$ cat src/rtl/core/poi_pkg.sv
// ----------------------------------------------------------------------------
// Planar odometry integrator package
// Item types, sequencer states, arithmetic widths and constant tables shared
// by the pose integrator and its arithmetic units.
// ----------------------------------------------------------------------------
package poi_pkg;

    // Width of the CORDIC datapath (Q1.30 values with headroom).
    localparam int CORD_W = 34;
    // Shared multiplier operand and product widths.
    localparam int MUL_A_W = 36;
    localparam int MUL_B_W = 22;
    localparam int PROD_W  = MUL_A_W + MUL_B_W;

    // CORDIC gain compensation, 0.6072529 in Q1.30.
    localparam logic signed [CORD_W-1:0] CORDIC_K = 34'sd652032874;

    // round(2^64 / (2*pi*1e9)) split as HI * 2^16 + LO.
    localparam logic [MUL_B_W-1:0] HEAD_K_HI = 22'd44798;
    localparam logic [MUL_B_W-1:0] HEAD_K_LO = 22'd8775;

    typedef struct packed {
        logic signed [15:0] forward_speed;
        logic signed [15:0] lateral_speed;
        logic signed [15:0] yaw_rate;
        logic        [19:0] elapsed_time;
    } t_in_item;

    typedef struct packed {
        logic signed [63:0] pos_x;
        logic signed [63:0] pos_y;
        logic        [31:0] heading;
        logic signed [15:0] quat_z;
        logic signed [15:0] quat_w;
    } t_out_item;

    typedef enum logic [4:0] {
        S_IDLE,
        S_ROT1,
        S_M_VC,
        S_M_LS,
        S_M_VS,
        S_M_LC,
        S_M_QX,
        S_RND_Y,
        S_M_QY,
        S_M_YAW,
        S_ABS,
        S_M_K1,
        S_M_K2,
        S_HSUM,
        S_HUPD,
        S_ROT2_GO,
        S_ROT2,
        S_DONE
    } t_state;

    // Arctangent table, round(atan(2^-i) * 2^32 / (2*pi)).
    function automatic logic [29:0] atan_entry(input logic [4:0] idx);
        logic [29:0] v;
        case (idx)
            5'd0:    v = 30'd536870912;
            5'd1:    v = 30'd316933406;
            5'd2:    v = 30'd167458907;
            5'd3:    v = 30'd85004756;
            5'd4:    v = 30'd42667331;
            5'd5:    v = 30'd21354465;
            5'd6:    v = 30'd10679838;
            5'd7:    v = 30'd5340245;
            5'd8:    v = 30'd2670163;
            5'd9:    v = 30'd1335087;
            5'd10:   v = 30'd667544;
            5'd11:   v = 30'd333772;
            5'd12:   v = 30'd166886;
            5'd13:   v = 30'd83443;
            5'd14:   v = 30'd41722;
            5'd15:   v = 30'd20861;
            5'd16:   v = 30'd10430;
            5'd17:   v = 30'd5215;
            5'd18:   v = 30'd2608;
            5'd19:   v = 30'd1304;
            5'd20:   v = 30'd652;
            5'd21:   v = 30'd326;
            5'd22:   v = 30'd163;
            5'd23:   v = 30'd81;
            5'd24:   v = 30'd41;
            5'd25:   v = 30'd20;
            5'd26:   v = 30'd10;
            5'd27:   v = 30'd5;
            5'd28:   v = 30'd3;
            5'd29:   v = 30'd1;
            5'd30:   v = 30'd1;
            default: v = 30'd0;
        endcase
        return v;
    endfunction

    // Saturating add of a displacement to a 64-bit position.
    function automatic logic [63:0] sat_add(input logic [63:0] a, input logic [42:0] d);
        logic [64:0] s;
        logic [63:0] r;
        s = {a[63], a} + {{22{d[42]}}, d};
        if (s[64] != s[63]) begin
            r = s[64] ? {1'b1, 63'd0} : {1'b0, {63{1'b1}}};
        end else begin
            r = s[63:0];
        end
        return r;
    endfunction

    // Round a Q1.30 value to Q1.15 and clamp to the 16-bit range.
    function automatic logic [15:0] to_q15(input logic [CORD_W-1:0] v);
        logic [CORD_W:0]   s;
        logic [CORD_W-15:0] q;
        logic [15:0]       r;
        s = {v[CORD_W-1], v} + (CORD_W+1)'(16384);
        q = s[CORD_W:15];
        if (!q[CORD_W-15] && (q[CORD_W-16:15] != '0)) begin
            r = 16'h7FFF;
        end else if (q[CORD_W-15] && (q[CORD_W-16:15] != '1)) begin
            r = 16'h8000;
        end else begin
            r = q[15:0];
        end
        return r;
    endfunction

endpackage

$ cat src/rtl/core/poi_mul.sv
// ----------------------------------------------------------------------------
// Shared signed multiplier
// One registered signed multiplication per clock for every product the
// integrator needs.
// ----------------------------------------------------------------------------
module poi_mul import poi_pkg::*; (
    input  logic                      i_clk,
    input  logic signed [MUL_A_W-1:0] i_a,
    input  logic signed [MUL_B_W-1:0] i_b,
    output logic signed [PROD_W-1:0]  o_prod
);

    logic signed [PROD_W-1:0] r_prod;

    always_ff @(posedge i_clk) begin
        r_prod <= i_a * i_b;
    end

    assign o_prod = r_prod;

endmodule

$ cat config.mk
export PLATFORM = sky130hd
export DESIGN_NAME = poi_mul
export DESIGN_NICKNAME = d
export VERILOG_FILES = /design/src/rtl/core/poi_pkg.sv /design/src/rtl/core/poi_mul.sv
export SDC_FILE = /design/constraint.sdc
export NUM_CORES = 2
export LEC_CHECK = 0
export ABC_AREA = 1
export ABC_CLOCK_PERIOD_IN_PS = 9200
export BUFFER_PORTS_ARGS = -buffer_cell sky130_fd_sc_hd__buf_4
export CAP_MARGIN = 5
export CORE_UTILIZATION = 66
export CTS_CLUSTER_DIAMETER = 200
export DETAILED_ROUTE_END_ITERATION = 7
export GPL_TIMING_DRIVEN = 0
export HOLD_SLACK_MARGIN = 0.1
export PLACE_DENSITY = 0.82
export SYNTH_ARGS = -nofsm -noshare
export SYNTH_HDL_FRONTEND = slang
export SYNTH_SLANG_ARGS = --single-unit
$ cat constraint.sdc
create_clock -name i_clk -period 9.2 [get_ports i_clk]
set_clock_uncertainty 0.1 [all_clocks]
set_input_delay 2.3 -clock i_clk [delete_from_list [all_inputs] [get_ports i_clk]]
set_output_delay 2.3 -clock i_clk [all_outputs]
set_load 0.02 [all_outputs]
=== Word-level counts from Yosys, hierarchy flattened ===
Cells that the tools add are included.

* $mul: 1

{| class="wikitable"
|+ Operators with widths
! kind !! count
|-
| 36-bit by 22-bit multiplier with 58-bit output || 1
|}

* Register bits after elaboration: 58
* Bits of input ports: 59
* Word-level logic and storage cells: 2

=== Longest topological paths before layout ===
* Depth in word-level cells: 1
* Depth in mapped cells: 31
* Depth with buffers taken out: 29

=== Worst setup path before layout ===
Ideal clock, no wire load.

* Kind: in2reg
* From: input port i_b[4]
* To: register r_prod[56] (netlist: o_prod[56])
* Arrival: 8037 ps
* Slack: 951 ps
* Stages on the path: 26
* Cells stage by stage: clkbuf_1 > clkbuf_1 > nand2_1 > inv_1 > fa_1 > inv_1 > fa_1 > fa_1 > inv_1 > fa_1 > fa_1 > fa_1 > inv_1 > fa_1 > inv_1 > ha_1 > nand2_1 > inv_1 > a21oi_1 > nand2_1 > nand2_1 > nand2_1 > a21oi_1 > nand2_1 > nand2_1 > nand2_1

* Longest elaborated chain between the ends: 1

{| class="wikitable"
|+ Ends and longest elaborated chain
! element !! line !! RTL
|-
| start, declared || poi_mul.sv:9 || <nowiki>input logic signed [MUL_B_W-1:0] i_b,</nowiki>
|-
| 36-bit by 22-bit multiplier with 58-bit output || poi_mul.sv:16 || <nowiki>r_prod <= i_a * i_b;</nowiki>
|-
| end signal, assigned || poi_mul.sv:16 ||
|-
| end, declared || poi_mul.sv:13 || <nowiki>logic signed [PROD_W-1:0] r_prod;</nowiki>
|}

No other way between the ends.

=== Worst setup path after layout ===
* From: input port i_b[19]
* To: register r_prod[56] (netlist: o_prod[56])

The elaborated chain is that of the path after synthesis.

==> key figures <==
Status
  • Status: complete, but fails checks
  • Failing checks: setup timing

Drt
  • Wire per inst: between 20 and 25 µm
  • Via count: about 27,000
  • DRC Markers: 0
  • Final wirelength: around 110,000 µm
  • Final ANT Viol Nets: 0
  • Via-to-Cell Ratio: around 5.5
  • Number of detailed-route iterations in the first pass: 8
  • First DRT Iteration DRCs: 3,105

Worst setup path
  • Critical path peak fanout: 10
  • Crit path cell chain: clkbuf_1 -> clkbuf_1 -> nand2_1 -> inv_1 -> fa_1 -> fa_1 -> fa_1 -> fa_1 -> fa_1 -> fa_1 -> inv_1 -> fa_1 -> inv_1 -> ha_1 -> nand2_1 -> nor2_1 -> nand2_1 -> nor2_2 -> nand2_1 -> nand3_2 -> nand2_1 -> nand3_1 -> nand2_1
  • CP Capture Type: flop
  • Data arrival time of the worst path: ~9300 ps
  • Slowest-stage cell, CP: clkbuf_1
  • Delay-heaviest family, CP: adder cells
  • WP data required: 9330 ps
  • Worst path max stage delay: slightly below 800 ps
  • Startpoint types: input pin
  • Worst path most repeated cell: fa_1
  • Crit Path Category: input pin to flop
  • WP buf/inv: 5

Floorplan
  • Row Count: ~80
  • Die width: 219.0 µm
  • Core box area: 46,460 µm²
  • Starting density of the core: approximately 67%
  • Vert. Die Dim: around 220 µm
  • IO Count: 117
  • Full die area: approximately 48,000 µm²

Logic synthesis
  • Mapped Area: around 31,000 µm²
  • EDFF count, synth: 0
  • Async set-or-reset flop fraction in the synthesized netlist: 0%
  • Post-synth cell types: 33
  • Ys Warns: 0
  • Cells after Synth: about 4,100
  • Dominant cells by area after synthesis: fa_1, inv_1, nand2_1
  • Syn Area/Cell: 7.556 µm²
  • Area fraction of the dominant cell type after synthesis: between 50% and 60%
  • Flops & latches, synth: 58
  • Most instantiated library cell after synthesis: inv_1
  • Mapped Nets: between 5,000 and 6,000
  • Ys flop type: dfxtp_1
  • Post-synth top area cell: fa_1
  • Commonest cells post-synth: inv_1, nand2_1, fa_1
  • Register area share after synthesis: between 3 and 4%

Place
  • HPWL after DPL: 86,830 µm
  • Placed instance area: 32,570 µm²
  • IO buf count: between 90 and 100
  • Routability-driven placement congestion ratio: around 1.1
  • Placed insts: 4,815

Clock tree
  • Root buffer cell: clkbuf_16
  • Hold-fix buffers, CTS: 0
  • Clock-pin slew on the worst setup and hold paths: 50 ps
  • Cts bufs inserted: 9
  • Maximum clock path buffer count: 2
  • H-tree level count: 3
  • CTS tree: done
  • CTS sink count: 58

Cells and area
  • Max FFs per register: 58
  • Layout cell share with drive strength beyond 1: 5.703%
  • Fin area: around 33,000 µm²
  • Area growth syn-to-layout: 6.354%
  • Final Instance Count excl. Fillers: approximately 4,800
  • Final Net Count: ~5,200

STA
  • Final Hold Fails: 0
  • Max Clk Rate: 0.1086 GHz
  • Final period utilization: 100.1%
  • Fin worst setup slack: -10.32 ps
  • Least-Margin Pin Slew: between 1000 and 1500 ps
  • Final setup fails: 2
  • Final min period: slightly above 9000 ps
  • Worst rel slew slack: ~13%
  • Final Max Tran Viols: 0

Global route
  • Pin count of the biggest net entering global routing: 20
  • Number of global-route vias before repair: approximately 28,000
  • Total grt overflow: 0
  • Gr usage total: between 40% and 50%
  • Number of antenna violations at the first check in global routing: 6
  • First-pass GRT wire length: about 160,000 µm

Min path
  • Hold crit path type: input pin to flop

Flow run
  • Total of max-cap violations: 0
metal layers:
layer / up-vias / wire [µm] / GRT usage, %
li1: 11430 / - / -
met1: 12800 / 35160 / 55.75
met2: 1954 / 45960 / 71.67
met3: 601 / 15820 / 17.67
met4: 4 / 9974 / 34.68
met5: - / 145 / 0
tightest hold or removal path, stage by stage:
cell and delay (ps):
buf_4 150, nand2_1 80, inv_1 60
layout make-up:
| type | instances | area, µm² |
|---|---|---|
| fill | 3841 | 13410 |
| inverter | 1361 | 5116 |
| antenna | 10 | 25.02 |
| timing repair buffer | 99 | 763.2 |
| tap | 607 | 759.5 |
| sequential | 58 | 1161 |
| buffer | 159 | 705.7 |
| clock inverter | 2 | 35.03 |
| multi-input combinational | 2534 | 24210 |
| clock buffer | 13 | 270.3 |
stage by stage:
| step | setup slack (ps) | hold slack [ps] | util [%] | TNS [ps] |
|---|---|---|---|---|
| 3_3_place_gp | -1213 | 2518 | 70.05 | -37630 |
| 2_1_floorplan | 951.0 | 2298 | - | 0 |
| 6_report | -10.32 | 2203 | 71.13 | -20.00 |
| 5_1_grt | -35.14 | 2212 | 71.10 | -40.91 |
| 3_5_place_dp | -1105 | 2533 | 70.11 | -27850 |
| 4_1_cts | 2.332 | 2203 | 70.83 | 0 |
cells by family (layout without fill, tap and decap cells):
| logic type | Yosys count | count (layout) | synth area share [%] |
|---|---|---|---|
| buffers and inverters | 1520 | 1634 | 18.36 |
| and+or+nand+nor | 1516 | 1516 | 19.46 |
| adders and majority gates | 944 | 944 | 56.88 |
| DFF | 58 | 58 | 3.737 |
| AOI/OAI and AO/OA | 47 | 47 | 0.7973 |
| xor gates and xnor gates | 27 | 27 | 0.7611 |
| other | 0 | 10 | 0 |
placed cells by master (no fill, tap or decap), types with 45 or more instances in the layout:
cell type	Yosys	layout
buf_4	0	100
clkbuf_1	118	59
clkbuf_2	0	47
dfxtp_1	58	58
fa_1	781	780
ha_1	163	163
inv_1	1349	1347
nand2_1	1265	1264
nand3_1	45	45
nor2_1	114	114
worst paths after layout:
check    start    endpoint  slack, ps  depth (start not counted)
min     i_a[0]   o_prod[0]       2200                          3
max    i_b[19]  o_prod[56]        -10                         23
repair_timing:
action,in CTS,in global routing
buffers inserted,0,3
setup endpoints to repair,38,37
gates resized for setup,22,122
Power is not shown: default switching activity piles up to over one toggle a cycle in this logic, so the estimate is an artifact.
