<file path="config.mk">
export PLATFORM = sky130hd
export DESIGN_NAME = poi_cordic
export DESIGN_NICKNAME = d
export VERILOG_FILES = /design/src/rtl/core/poi_pkg.sv /design/src/rtl/core/poi_cordic.sv
export SDC_FILE = /design/constraint.sdc
export NUM_CORES = 1
export LEC_CHECK = 0
export BUFFER_PORTS_ARGS = -buffer_cell sky130_fd_sc_hd__buf_2
export CAP_MARGIN = 20
export CORE_ASPECT_RATIO = 1.75
export CORE_MARGIN = 2
export CORE_UTILIZATION = 45
export CTS_CLUSTER_DIAMETER = 30
export DETAILED_ROUTE_END_ITERATION = 16
export PLACE_DENSITY = 0.62
export SYNTH_ARGS = -nofsm -noshare
export SYNTH_HDL_FRONTEND = slang
export SYNTH_SLANG_ARGS = --single-unit
</file>
<file path="constraint.sdc">
create_clock -name i_clk -period 10 [get_ports i_clk]
set_input_delay 2 -clock i_clk [delete_from_list [all_inputs] [get_ports i_clk]]
set_output_delay 2 -clock i_clk [all_outputs]
set_load 0.05 [all_outputs]
</file>
<file path="src/rtl/core/poi_pkg.sv">
// ----------------------------------------------------------------------------
// Planar odometry integrator package
// Item types, sequencer states, arithmetic widths and constant tables shared
// by the pose integrator and its arithmetic units.
// ----------------------------------------------------------------------------
package poi_pkg;

    // Width of the CORDIC datapath (Q1.30 values with headroom).
    localparam int CORD_W = 34;
    // Shared multiplier operand and product widths.
    localparam int MUL_A_W = 36;
    localparam int MUL_B_W = 22;
    localparam int PROD_W  = MUL_A_W + MUL_B_W;

    // CORDIC gain compensation, 0.6072529 in Q1.30.
    localparam logic signed [CORD_W-1:0] CORDIC_K = 34'sd652032874;

    // round(2^64 / (2*pi*1e9)) split as HI * 2^16 + LO.
    localparam logic [MUL_B_W-1:0] HEAD_K_HI = 22'd44798;
    localparam logic [MUL_B_W-1:0] HEAD_K_LO = 22'd8775;

    typedef struct packed {
        logic signed [15:0] forward_speed;
        logic signed [15:0] lateral_speed;
        logic signed [15:0] yaw_rate;
        logic        [19:0] elapsed_time;
    } t_in_item;

    typedef struct packed {
        logic signed [63:0] pos_x;
        logic signed [63:0] pos_y;
        logic        [31:0] heading;
        logic signed [15:0] quat_z;
        logic signed [15:0] quat_w;
    } t_out_item;

    typedef enum logic [4:0] {
        S_IDLE,
        S_ROT1,
        S_M_VC,
        S_M_LS,
        S_M_VS,
        S_M_LC,
        S_M_QX,
        S_RND_Y,
        S_M_QY,
        S_M_YAW,
        S_ABS,
        S_M_K1,
        S_M_K2,
        S_HSUM,
        S_HUPD,
        S_ROT2_GO,
        S_ROT2,
        S_DONE
    } t_state;

    // Arctangent table, round(atan(2^-i) * 2^32 / (2*pi)).
    function automatic logic [29:0] atan_entry(input logic [4:0] idx);
        logic [29:0] v;
        case (idx)
            5'd0:    v = 30'd536870912;
            5'd1:    v = 30'd316933406;
            5'd2:    v = 30'd167458907;
            5'd3:    v = 30'd85004756;
            5'd4:    v = 30'd42667331;
            5'd5:    v = 30'd21354465;
            5'd6:    v = 30'd10679838;
            5'd7:    v = 30'd5340245;
            5'd8:    v = 30'd2670163;
            5'd9:    v = 30'd1335087;
            5'd10:   v = 30'd667544;
            5'd11:   v = 30'd333772;
            5'd12:   v = 30'd166886;
            5'd13:   v = 30'd83443;
            5'd14:   v = 30'd41722;
            5'd15:   v = 30'd20861;
            5'd16:   v = 30'd10430;
            5'd17:   v = 30'd5215;
            5'd18:   v = 30'd2608;
            5'd19:   v = 30'd1304;
            5'd20:   v = 30'd652;
            5'd21:   v = 30'd326;
            5'd22:   v = 30'd163;
            5'd23:   v = 30'd81;
            5'd24:   v = 30'd41;
            5'd25:   v = 30'd20;
            5'd26:   v = 30'd10;
            5'd27:   v = 30'd5;
            5'd28:   v = 30'd3;
            5'd29:   v = 30'd1;
            5'd30:   v = 30'd1;
            default: v = 30'd0;
        endcase
        return v;
    endfunction

    // Saturating add of a displacement to a 64-bit position.
    function automatic logic [63:0] sat_add(input logic [63:0] a, input logic [42:0] d);
        logic [64:0] s;
        logic [63:0] r;
        s = {a[63], a} + {{22{d[42]}}, d};
        if (s[64] != s[63]) begin
            r = s[64] ? {1'b1, 63'd0} : {1'b0, {63{1'b1}}};
        end else begin
            r = s[63:0];
        end
        return r;
    endfunction

    // Round a Q1.30 value to Q1.15 and clamp to the 16-bit range.
    function automatic logic [15:0] to_q15(input logic [CORD_W-1:0] v);
        logic [CORD_W:0]   s;
        logic [CORD_W-15:0] q;
        logic [15:0]       r;
        s = {v[CORD_W-1], v} + (CORD_W+1)'(16384);
        q = s[CORD_W:15];
        if (!q[CORD_W-15] && (q[CORD_W-16:15] != '0)) begin
            r = 16'h7FFF;
        end else if (q[CORD_W-15] && (q[CORD_W-16:15] != '1)) begin
            r = 16'h8000;
        end else begin
            r = q[15:0];
        end
        return r;
    endfunction

endpackage

</file>
<file path="src/rtl/core/poi_cordic.sv">
// ----------------------------------------------------------------------------
// Iterative CORDIC sine and cosine
// Rotation-mode CORDIC on Q1.30 values, one micro-rotation per clock, with
// the angle folded into the right half plane before the first step.
// ----------------------------------------------------------------------------
module poi_cordic import poi_pkg::*; #(
    parameter int STEPS = 16
) (
    input  logic                     i_clk,
    input  logic                     i_rst_n,
    input  logic                     i_start,
    input  logic [31:0]              i_angle,
    output logic                     o_done,
    output logic signed [CORD_W-1:0] o_cos,
    output logic signed [CORD_W-1:0] o_sin
);

    localparam int CW = (STEPS > 1) ? $clog2(STEPS) : 1;

    logic                     r_run, r_fin, r_done, r_flip;
    logic [CW-1:0]            r_i;
    logic signed [CORD_W-1:0] r_x, r_y, r_z, r_cos, r_sin;

    logic                     n_flip;
    logic [31:0]              n_angle;
    logic signed [CORD_W-1:0] n_x, n_y, n_z, xs, ys, t;
    logic [31:0]              fold;

    // Angles outside [-90, 90) degrees get half a turn added and the results
    // negated at the end.
    always_comb begin
        fold    = i_angle + 32'h4000_0000;
        n_flip  = fold[31];
        n_angle = n_flip ? (i_angle ^ 32'h8000_0000) : i_angle;
    end

    always_comb begin
        xs = r_x >>> r_i;
        ys = r_y >>> r_i;
        t  = {4'd0, atan_entry(5'(r_i))};
        if (!r_z[CORD_W-1]) begin
            n_x = r_x - ys;
            n_y = r_y + xs;
            n_z = r_z - t;
        end else begin
            n_x = r_x + ys;
            n_y = r_y - xs;
            n_z = r_z + t;
        end
    end

    always_ff @(posedge i_clk) begin
        if (!i_rst_n) begin
            r_run  <= 1'b0;
            r_fin  <= 1'b0;
            r_done <= 1'b0;
        end else begin
            r_done <= r_fin;
            r_fin  <= 1'b0;
            if (i_start) begin
                r_run <= 1'b1;
            end else if (r_run && (r_i == CW'(STEPS - 1))) begin
                r_run <= 1'b0;
                r_fin <= 1'b1;
            end
        end
    end

    always_ff @(posedge i_clk) begin
        if (i_start) begin
            r_x    <= CORDIC_K;
            r_y    <= '0;
            r_z    <= {{(CORD_W-32){n_angle[31]}}, n_angle};
            r_i    <= '0;
            r_flip <= n_flip;
        end else if (r_run) begin
            r_x <= n_x;
            r_y <= n_y;
            r_z <= n_z;
            r_i <= r_i + 1'b1;
        end
        if (r_fin) begin
            r_cos <= r_flip ? -r_x : r_x;
            r_sin <= r_flip ? -r_y : r_y;
        end
    end

    assign o_done = r_done;
    assign o_cos  = r_cos;
    assign o_sin  = r_sin;

endmodule

</file>
# == After elaboration in Yosys (flattened, before gate mapping) ==
# Memory sizes are Yosys's and may differ from the RTL's. A register that Yosys moved wholly into a read port is not among the register bits.
# Cells that the tools add are included.
# totals
regBits,178
romBits,480
inputBits,35
output_inout_bits,69
word_cells,43
n_memories,1
# memory_table
memory,words,width,read_ports,rd_clocked_by_memory_dff,wr,line_no,rtl
(name not given),16,30,1,1,0,poi_pkg.sv:61,case (idx)
# classes
add_sub_neg,10
n_eq_ne,1
n_shift,2
mux,13
bitwise,2
reduce_logical,4
# op_table
operator,n
2-to-1 mux 34 bit,7
adder 34 bit,2
negation 34 bit,2
>>> shifter 34 x 4 -> 34 bit,2
subtractor 34 bit,2
adder 34 x 31 -> 34 bit,1
subtractor 34 x 31 -> 34 bit,1
adder 32 x 31 -> 32 bit (second input constant),1
2-to-1 mux 32 bit,1
2-to-1 mux 4 bit,2
adder 4 x 1 -> 4 bit (second input constant),1
== test 4 bit (second input constant),1
nonzero test 2 bit,2
2-to-1 mux 1 bit,3
inverter 1 bit,2
OR reduction 2 bit,1
logical AND 1 bit,1

# == Logic depth before layout (Yosys ltp) ==
# Gate-level depths: netlist of the first run.
# logic_depth
word_depth,4
ltp_mapped,28
ltp_nobuf,24

# == Worst setup path after synthesis of the first run ==
# No wires, ideal clock.
# synth_path
path_type,flip-flop to flip-flop
start,reg r_i[3]
end,reg r_y[33]
setup_time_ns,0.121
arrival_time_ns,5.860
required_time_ns,9.879
setup_slack_ns,4.019
stages_incl_launch_ff,26
n_path_buf,7
period_less_slack_ns,5.981
cell_sequence,dfxtp_1 -> clkbuf_1 -> clkbuf_1 -> clkbuf_1 -> buf_2 -> clkbuf_1 -> clkbuf_1 -> clkbuf_1 -> o21a_1 -> ha_1 -> and2b_1 -> and4_1 -> and3_1 -> nor3b_1 -> a21o_1 -> xor2_1 -> o21ai_1 -> ha_1 -> a21boi_0 -> o21ai_0 -> o21ai_0 -> a21oi_1 -> nor4b_1 -> nor3_1 -> mux2_4 -> mux2_4
# synth_via
elab_chain_cells,3
elab_cells_between_ends,4
classes_between,add/sub: 2; shift: 1; mux: 1
# synth_lines
element,line_no,rtl
from (decl),poi_cordic.sv:21,logic [CW-1:0] r_i;
from (signal assigned),poi_cordic.sv:80,r_i <= r_i + 1'b1;
>>> shifter 34 x 4 -> 34 bit *,poi_cordic.sv:38,xs = r_x >>> r_i;
adder 34 bit / subtractor 34 bit (equally long branches),"poi_cordic.sv:43, poi_cordic.sv:47",
2-to-1 mux 34 bit *,poi_cordic.sv:41,if (!r_z[CORD_W-1]) begin
to (signal assigned),poi_cordic.sv:78,r_y <= n_y;
to (decl),poi_cordic.sv:22,"logic signed [CORD_W-1:0] r_x, r_y, r_z, r_cos, r_sin;"
# Every way passes the cells marked *; elsewhere a longest branch is shown, timed or not.
# A chain may end at the register's enable or synchronous reset.

# == Final worst setup path of the first run ==
# layout_path
start,reg r_i[1]
end,reg r_y[32]
# The elaborated chain is that of the path after synthesis.

==> impl_metrics.csv, run 1 <==
group,metric,value,unit
synthesis,synth_seq_cells,208,
placed_design,finalWeightedCongestion,0.945,
global_routing,grt_pass1_wl,95.6,mm
finish,drive_above_1_share,14.8,%
setup_path,critPathMaxFanout,68,
timing,rsz0062_at_grt,"false",
floorplanning,initial_core_util,45.4,%
finish,syn2layout_area_growth,11.7,%
setup_path,endpoint_kind,"flip-flop",
clock_tree,post-cts-setup-buffers,0,
synthesis,syn_area,19600,um^2
global_routing,grt.overflow.total,0,
timing,fin_setup_tns,0,ns
route,routed_wl,61.6,mm
setup_path,crit_type,"reg -> reg",
clock_tree,clockBufferDepth,3,
floorplanning,die_y,280,um
setup_path,cp-start-kind,"flip-flop",
route,routedWlPerCell,21.2,um
floorplanning,fp.dieW,162,um
flow_run,maxCapViolations,0,
floorplanning,io_pins,104,
clock_tree,clk_pin_slew,0.05,ns
placed_design,dp_slack,3.67,ns
finish,n_antenna_cell,0,
route,via_count,17500,
finish,layout.nets,2448,
synthesis,ys.flop_type,"dfxtp_1",
route,drt_iter0_markers,944,
clock_tree,cts_tree,"done",
timing,tightest_slew,1.11,ns
pwr,p_per_area,409,nW/um^2
route,routed_via_density,6.04,
global_routing,grt_pass1_vias,17700,
pwr,leakage,8.97,nW
timing,timing.slew.headroom,25.7,%
timing,clock_skew,0.0184,ns
setup_path,required,10.39,ns
clock_tree,cts_sinks,208,
route,ant_nets,0,
route,remaining_drc_errors,0,
floorplanning,die_area,45400,um^2
floorplanning,core_region_area,43200,um^2
timing,clock.fmax,0.155,GHz
timing,fin_crit_sh,64.4,%
synthesis,synthCells,2290,
synthesis,synth-async-reset-ratio,0,%
synthesis,synth.yosys.warnings,0,
synthesis,synth-edff-count,103,
clock_tree,hold_buffers,0,
clock_tree,cts.repair.resized,0,
synthesis,syn_area_per_cell,8.57,um^2
timing,fin_crit,6.44,ns
timing,setup_viol,0,
setup_path,cp_data_arrival_time,6.83,ns
route,dr.pass1.iters,5,
min_path,min_path_type,"reg -> reg",
clock_tree,htreeDepth,2,
floorplanning,num_rows,101,
finish,fillers,4136,
placed_design,io_buffers,103,
timing,drv_slew,0,
timing,fin_ws,3.56,ns
synthesis,yosysUniqueCellTypes,98,
clock_tree,cts_buffers,45,
global_routing,antenna_found_initial,1,
placed_design,hpwl,46.0,mm
synthesis,syn_nets,2440,
global_routing,grt_start_max_net_pins,71,
timing,hold_viol,0,
run_status,status,"finished clean",
clock_tree,root_buffer,"clkbuf_16",
clock_tree,clk_latency,0.56,ns
pwr,peakVddDrop,0.264,mV
global_routing,grt_use_total,26.7,%
synthesis,synth.yosys.seq_area_share,26.5,%
[metrics by stage]
stage               instance area (um^2)  instances  util (%)  hold slack [ns]  total power, mW
floorplan                          19600       2290         -            0.475             5.90
global placement                   20200       2817      46.8            0.544             7.17
detailed placement                 20200       2817      46.8            0.538             7.24
CTS                                21900       2901      50.7            0.550             8.96
global route                       21900       2901      50.7            0.560             9.63
finish                             21900       2901      50.7            0.548             8.96
[synthesized netlist by cell type (all sizes together), types with 20 or more instances]
master / number / area share, %
or2: 20 / 0.65
a21o: 73 / 2.8
nor3: 31 / 0.84
a31oi: 32 / 1.0
clkbuf: 103 / 2.0
mux2: 45 / 2.6
o21ai: 160 / 4.1
nand2: 243 / 4.6
mux2i: 90 / 4.6
xnor2: 149 / 6.7
ha: 112 / 7.1
nand2b: 25 / 0.80
or3: 23 / 0.81
nor2: 164 / 3.1
nand3: 38 / 0.97
o21a: 29 / 1.1
mux4: 45 / 5.2
o31ai: 27 / 1.1
edfxtp: 103 / 16
inv: 60 / 1.1
dfxtp: 105 / 11
buf: 57 / 1.9
xor2: 85 / 3.8
a211oi: 27 / 1.1
a21oi: 187 / 4.8
[cell families after synthesis]
logic type                 count (synthesis)  share of synthesized area, %
DFF                                      208                          26.5
adders and majority gates                115                          7.45
AOI/OAI and AO/OA                        670                          21.9
buffers and inverters                    221                          5.02
xor gates and xnor gates                 234                          10.4
muxes                                    180                          12.4
and+or+nand+nor                          662                          16.3
[power breakdown]
part           switching (mW)  total (mW)  internal, mW  leakage [nW]
sequential              0.377        1.54          1.16          1.83
clock                   0.521        1.65          1.13         0.806
combinational            3.30        5.77          2.47          6.33
total                    4.20        8.96          4.76          8.97
[routing by layer]
| layer | GRT usage, % | up-vias | share of wire (%) |
|---|---|---|---|
| li1 | - | 8441 | - |
| met1 | 25.3 | 8333 | 34 |
| met2 | 51.5 | 514 | 54 |
| met3 | 3.25 | 231 | 3.9 |
| met4 | 20.3 | 0 | 8.5 |
| met5 | 0 | - | 0 |
[state kept, by name, indices dropped and copies added (netlist names)]
name,flops
r_x,34
o_cos,34
o_done,1
r_run,1
r_fin,1
r_z,34
t,30
r_y,34
r_flip,1
r_i,4
o_sin,34
[worst max-delay path, stage by stage, from the launching register on]
cell      delay [ns]
dfxtp_4         0.64
buf_4           0.79
mux4_2          0.43
mux2i_1         0.13
o21ai_0         0.11
inv_1           0.09
ha_1            0.19
and2b_1         0.20
and4_1          0.36
and3_1          0.26
nor3b_1         0.50
a21o_1          0.21
xor2_1          0.14
o21ai_1         0.09
ha_1            0.38
nand4_1         0.16
nor2_1          0.06
a211oi_1        0.29
nand2_1         0.08
o21ai_0         0.37
o21ai_0         0.25
a31oi_1         0.27
xor2_1          0.15
o21ai_0         0.08
[placed cells by master, fill, tap and decap left out, types with 10 or more instances in the layout]
cell and n:
nand2b_1 25, or2_2 18, nand3_1 38, edfxtp_1 103, buf_4 19, xnor2_1 149
mux2_2 43, or3_1 20, nand2_1 243, buf_2 102, o31ai_1 26, xor2_1 85
a211oi_1 26, o21ai_0 158, inv_1 60, clkbuf_16 48, mux2i_1 90, and3_1 16
ha_1 112, a21o_1 73, nor3_1 29, dfxtp_1 99, a21oi_1 187, o22ai_1 11
o211ai_1 14, nor2_1 163, o21bai_1 11, o41ai_1 10, o21a_1 29, a31oi_1 32
and2_1 15, nor2b_1 17, mux4_2 45
[path summary, 6_finish.rpt]
check / slack, ns / end / from / cells past startpoint
max: 3.56 / r_y[32]$_SDFFE_PP0P_ / r_i[1]$_SDFFE_PP0P_ / 23
min: 0.55 / o_cos[0]$_DFFE_PP_ / r_x[0]$_SDFFE_PP0P_ / 0
min reg2reg: 0.55 / o_cos[0]$_DFFE_PP_ / r_x[0]$_SDFFE_PP0P_ / 0
max reg2reg: 3.56 / r_y[32]$_SDFFE_PP0P_ / r_i[1]$_SDFFE_PP0P_ / 23
[layout make-up]
| cell class | instances | area, um^2 | area share, % |
|---|---|---|---|
| clock inverter | 29 | 420 | 1.92 |
| inverter | 61 | 229 | 1.04 |
| timing repair buffer | 121 | 653 | 2.98 |
| clock buffer | 55 | 1260 | 5.74 |
| multi-input combinational | 1861 | 13400 | 61.3 |
| tap | 566 | 708 | 3.23 |
| sequential | 208 | 5210 | 23.8 |
No activity file was read; power rests on OpenSTA's default activity.
==> run 2, diff against run 1 <==
==> constraint.sdc (replaced) <==
create_clock -name i_clk -period 6.05 [get_ports i_clk]
set_input_delay 1.21 -clock i_clk [delete_from_list [all_inputs] [get_ports i_clk]]
set_output_delay 1.21 -clock i_clk [all_outputs]
set_load 0.05 [all_outputs]
==> run 2 against run 1 <==
Worst hold slack got worse by 0.0059 ns; register-to-register slack lost 3.1 ns; global-route usage up 1.0 points; maximum frequency increased by 15%; core utilization grew 0.32 points; non-clock buffer count rose by 37; power grew 64%; critical path type unchanged.
==> impl_metrics.csv, run 2 (same netlist as run 1, synthesis figures left out) <==
group,metric,value,unit
setup_path,path_common_cell,"a21oi_1",
pwr,p_per_area,666,nW/um^2
global_routing,grt_pass1_vias,18000,
setup_path,reg2reg_to,"r_x[31]$_SDFFE_PP0P_",
pwr,peakVddDrop,0.410,mV
setup_path,crit_slowest_cell,"mux4_2",
timing,fin_crit_sh,92.6,%
global_routing,grt_start_max_net_pins,70,
global_routing,grt_use_total,27.7,%
route,drt_iter0_markers,983,
floorplanning,num_rows,101,
finish,layout_common_cells,"nand2_1 (243), a21oi_1 (187), nor2_1 (163)",
placed_design,hpwl,48.8,mm
timing,hold_viol,0,
clock_tree,clk_latency,0.55,ns
timing,clock_skew,0.0179,ns
finish,final_common_cell,"nand2_1",
min_path,min_path_type,"reg -> reg",
setup_path,startpoint,"r_i[1]$_SDFFE_PP0P_",
setup_path,path_depth,21,
pwr,leakage,9.10,nW
clock_tree,cts_buffers,42,
clock_tree,cts_tree,"done",
route,ant_nets,0,
finish,syn2layout_area_growth,12.4,%
global_routing,grt.overflow.total,0,
timing,rsz0062_at_grt,"false",
route,dr.pass1.iters,6,
pwr,sw_frac_of_total,48.0,%
pwr,power_switching,7.06,mW
setup_path,crit_chain,"buf_12 > buf_4 > mux4_2 > mux2i_1 > mux2_2 > and2_1 > and3b_1 > nand2_1 > nor3b_4 > a21oi_1 > xor2_1 > a21oi_1 > ha_1 > a21o_1 > a21o_1 > nor3_1 > a21oi_1 > or2_2 > a31oi_1 > xor2_1 > o21ai_0",
run_status,status,"finished clean",
finish,layout.nets,2482,
timing,clock.fmax,0.178,GHz
pwr,p_int,7.64,mW
timing,drv_slew,0,
placed_design,io_buffers,103,
global_routing,antenna_found_initial,0,
clock_tree,clk_pin_slew,0.06,ns
floorplanning,die_y,280,um
setup_path,reg2reg_depth,21,
floorplanning,fp.dieW,162,um
pwr,seqPwrFrac,16.8,%
flow_run,maxCapViolations,0,
placed_design,finalWeightedCongestion,0.971,
setup_path,reg2reg_slack,0.45,ns
setup_path,endpoint_kind,"flip-flop",
floorplanning,die_area,45400,um^2
setup_path,critPathMaxFanout,33,
setup_path,path_buf_inv,2,
finish,fin_util,51.1,%
route,routed_via_density,6.12,
setup_path,endpoint,"r_x[31]$_SDFFE_PP0P_",
setup_path,cp-start-kind,"flip-flop",
clock_tree,cts_sinks,208,
timing,fin_setup_tns,0,ns
route,routedWlPerCell,21.8,um
finish,n_antenna_cell,0,
setup_path,cp_top_family,"simple AND/OR/NAND/NOR gates",
setup_path,crit_type,"reg -> reg",
finish,drive_above_1_share,16.0,%
timing,tightest_slew,1.03,ns
clock_tree,root_buffer,"clkbuf_16",
route,remaining_drc_errors,0,
setup_path,r2r_start,"r_i[1]$_SDFFE_PP0P_",
timing,timing.slew.headroom,31.4,%
floorplanning,io_pins,104,
clock_tree,htreeDepth,2,
global_routing,grt_pass1_wl,98.4,mm
pwr,pwr-share-clk,16.4,%
floorplanning,core_region_area,43200,um^2
clock_tree,clockBufferDepth,3,
timing,setup_viol,0,
setup_path,cp_data_arrival_time,6.04,ns
route,via_count,17900,
setup_path,max_stage_delay,0.59,ns
timing,fin_crit,5.60,ns
route,routed_wl,64.1,mm
pwr,pwr-share-comb,66.8,%
floorplanning,initial_core_util,45.4,%
setup_path,required,6.48,ns
## run 2: cell count changes in the layout (fill, tap and decap cells not counted), moves of 2 or more
cell | previous run | this run
buf_8 | 0 | 2
clkinvlp_4 | 6 | 2
buf_4 | 19 | 51
clkbuf_16 | 48 | 46
inv_8 | 0 | 3
inv_4 | 1 | 3
clkinv_8 | 0 | 2
buf_12 | 0 | 3
bufinv_16 | 9 | 2
clkbuf_8 | 3 | 5
## run 2: power by group through the flow
| stage | clock network [mW] | registers (mW) | logic (mW) |
|---|---|---|---|
| after floorplan | 0 | 2.12 | 7.64 |
| after global placement | 0 | 2.48 | 9.55 |
| after detailed placement | 0 | 2.49 | 9.68 |
| after CTS | 2.46 | 2.47 | 9.74 |
| after global routing | 2.51 | 2.51 | 10.8 |
| final | 2.41 | 2.47 | 9.81 |
## run 2: worst min path at each step
stage / depth (start not counted) / startpoint / to / slack [ns]
2_1_floorplan: 0 / r_x[0]$_SDFFE_PP0P_ / o_cos[0]$_DFFE_PP_ / 0.47
3_3_place_gp: 0 / r_x[0]$_SDFFE_PP0P_ / o_cos[0]$_DFFE_PP_ / 0.54
3_5_place_dp: 0 / r_x[0]$_SDFFE_PP0P_ / o_cos[0]$_DFFE_PP_ / 0.54
4_1_cts: 0 / r_x[0]$_SDFFE_PP0P_ / o_cos[0]$_DFFE_PP_ / 0.54
5_1_grt: 0 / r_x[0]$_SDFFE_PP0P_ / o_cos[0]$_DFFE_PP_ / 0.55
6_report: 0 / r_x[0]$_SDFFE_PP0P_ / o_cos[0]$_DFFE_PP_ / 0.54
## run 2: layout make-up
type	instances	area, um^2
inverters	61	229
clock buffers	54	1230
clock inverters	24	250
repair buffers	158	983
flip-flops and latches	208	5210
well taps	566	708
fillers	4215	21200
multi-input cells	1861	13500
## run 2: repair_timing
action                                 in CTS  in global routing
gates resized for setup                     0                  2
setup buffers                               0                  2
hold buffers                                0                  0
setup endpoints to repair                   0                  7
endpoints found under the hold margin       0                  0
## run 2: metal layers
metal	wire length [um]	track usage [%]	vias up
li1	-	-	8494
met1	21400	26.6	8517
met2	34100	52.8	658
met3	2570	2.96	267
met4	5980	22.2	0
met5	0	0	-
## run 2: metrics by stage
| step | instances | hold WS (ns) | area, um^2 | power, mW | setup WS (ns) |
|---|---|---|---|---|---|
| detailed placement | 2852 | 0.545 | 20500 | 12.2 | 0.338 |
| floorplan | 2290 | 0.475 | 19600 | 9.76 | 0.0690 |
| global placement | 2852 | 0.535 | 20500 | 12.0 | 0.422 |
| finish | 2932 | 0.543 | 22100 | 14.7 | 0.447 |
| global route | 2932 | 0.549 | 22100 | 15.8 | 0.0430 |
| CTS | 2930 | 0.538 | 22000 | 14.7 | 0.292 |
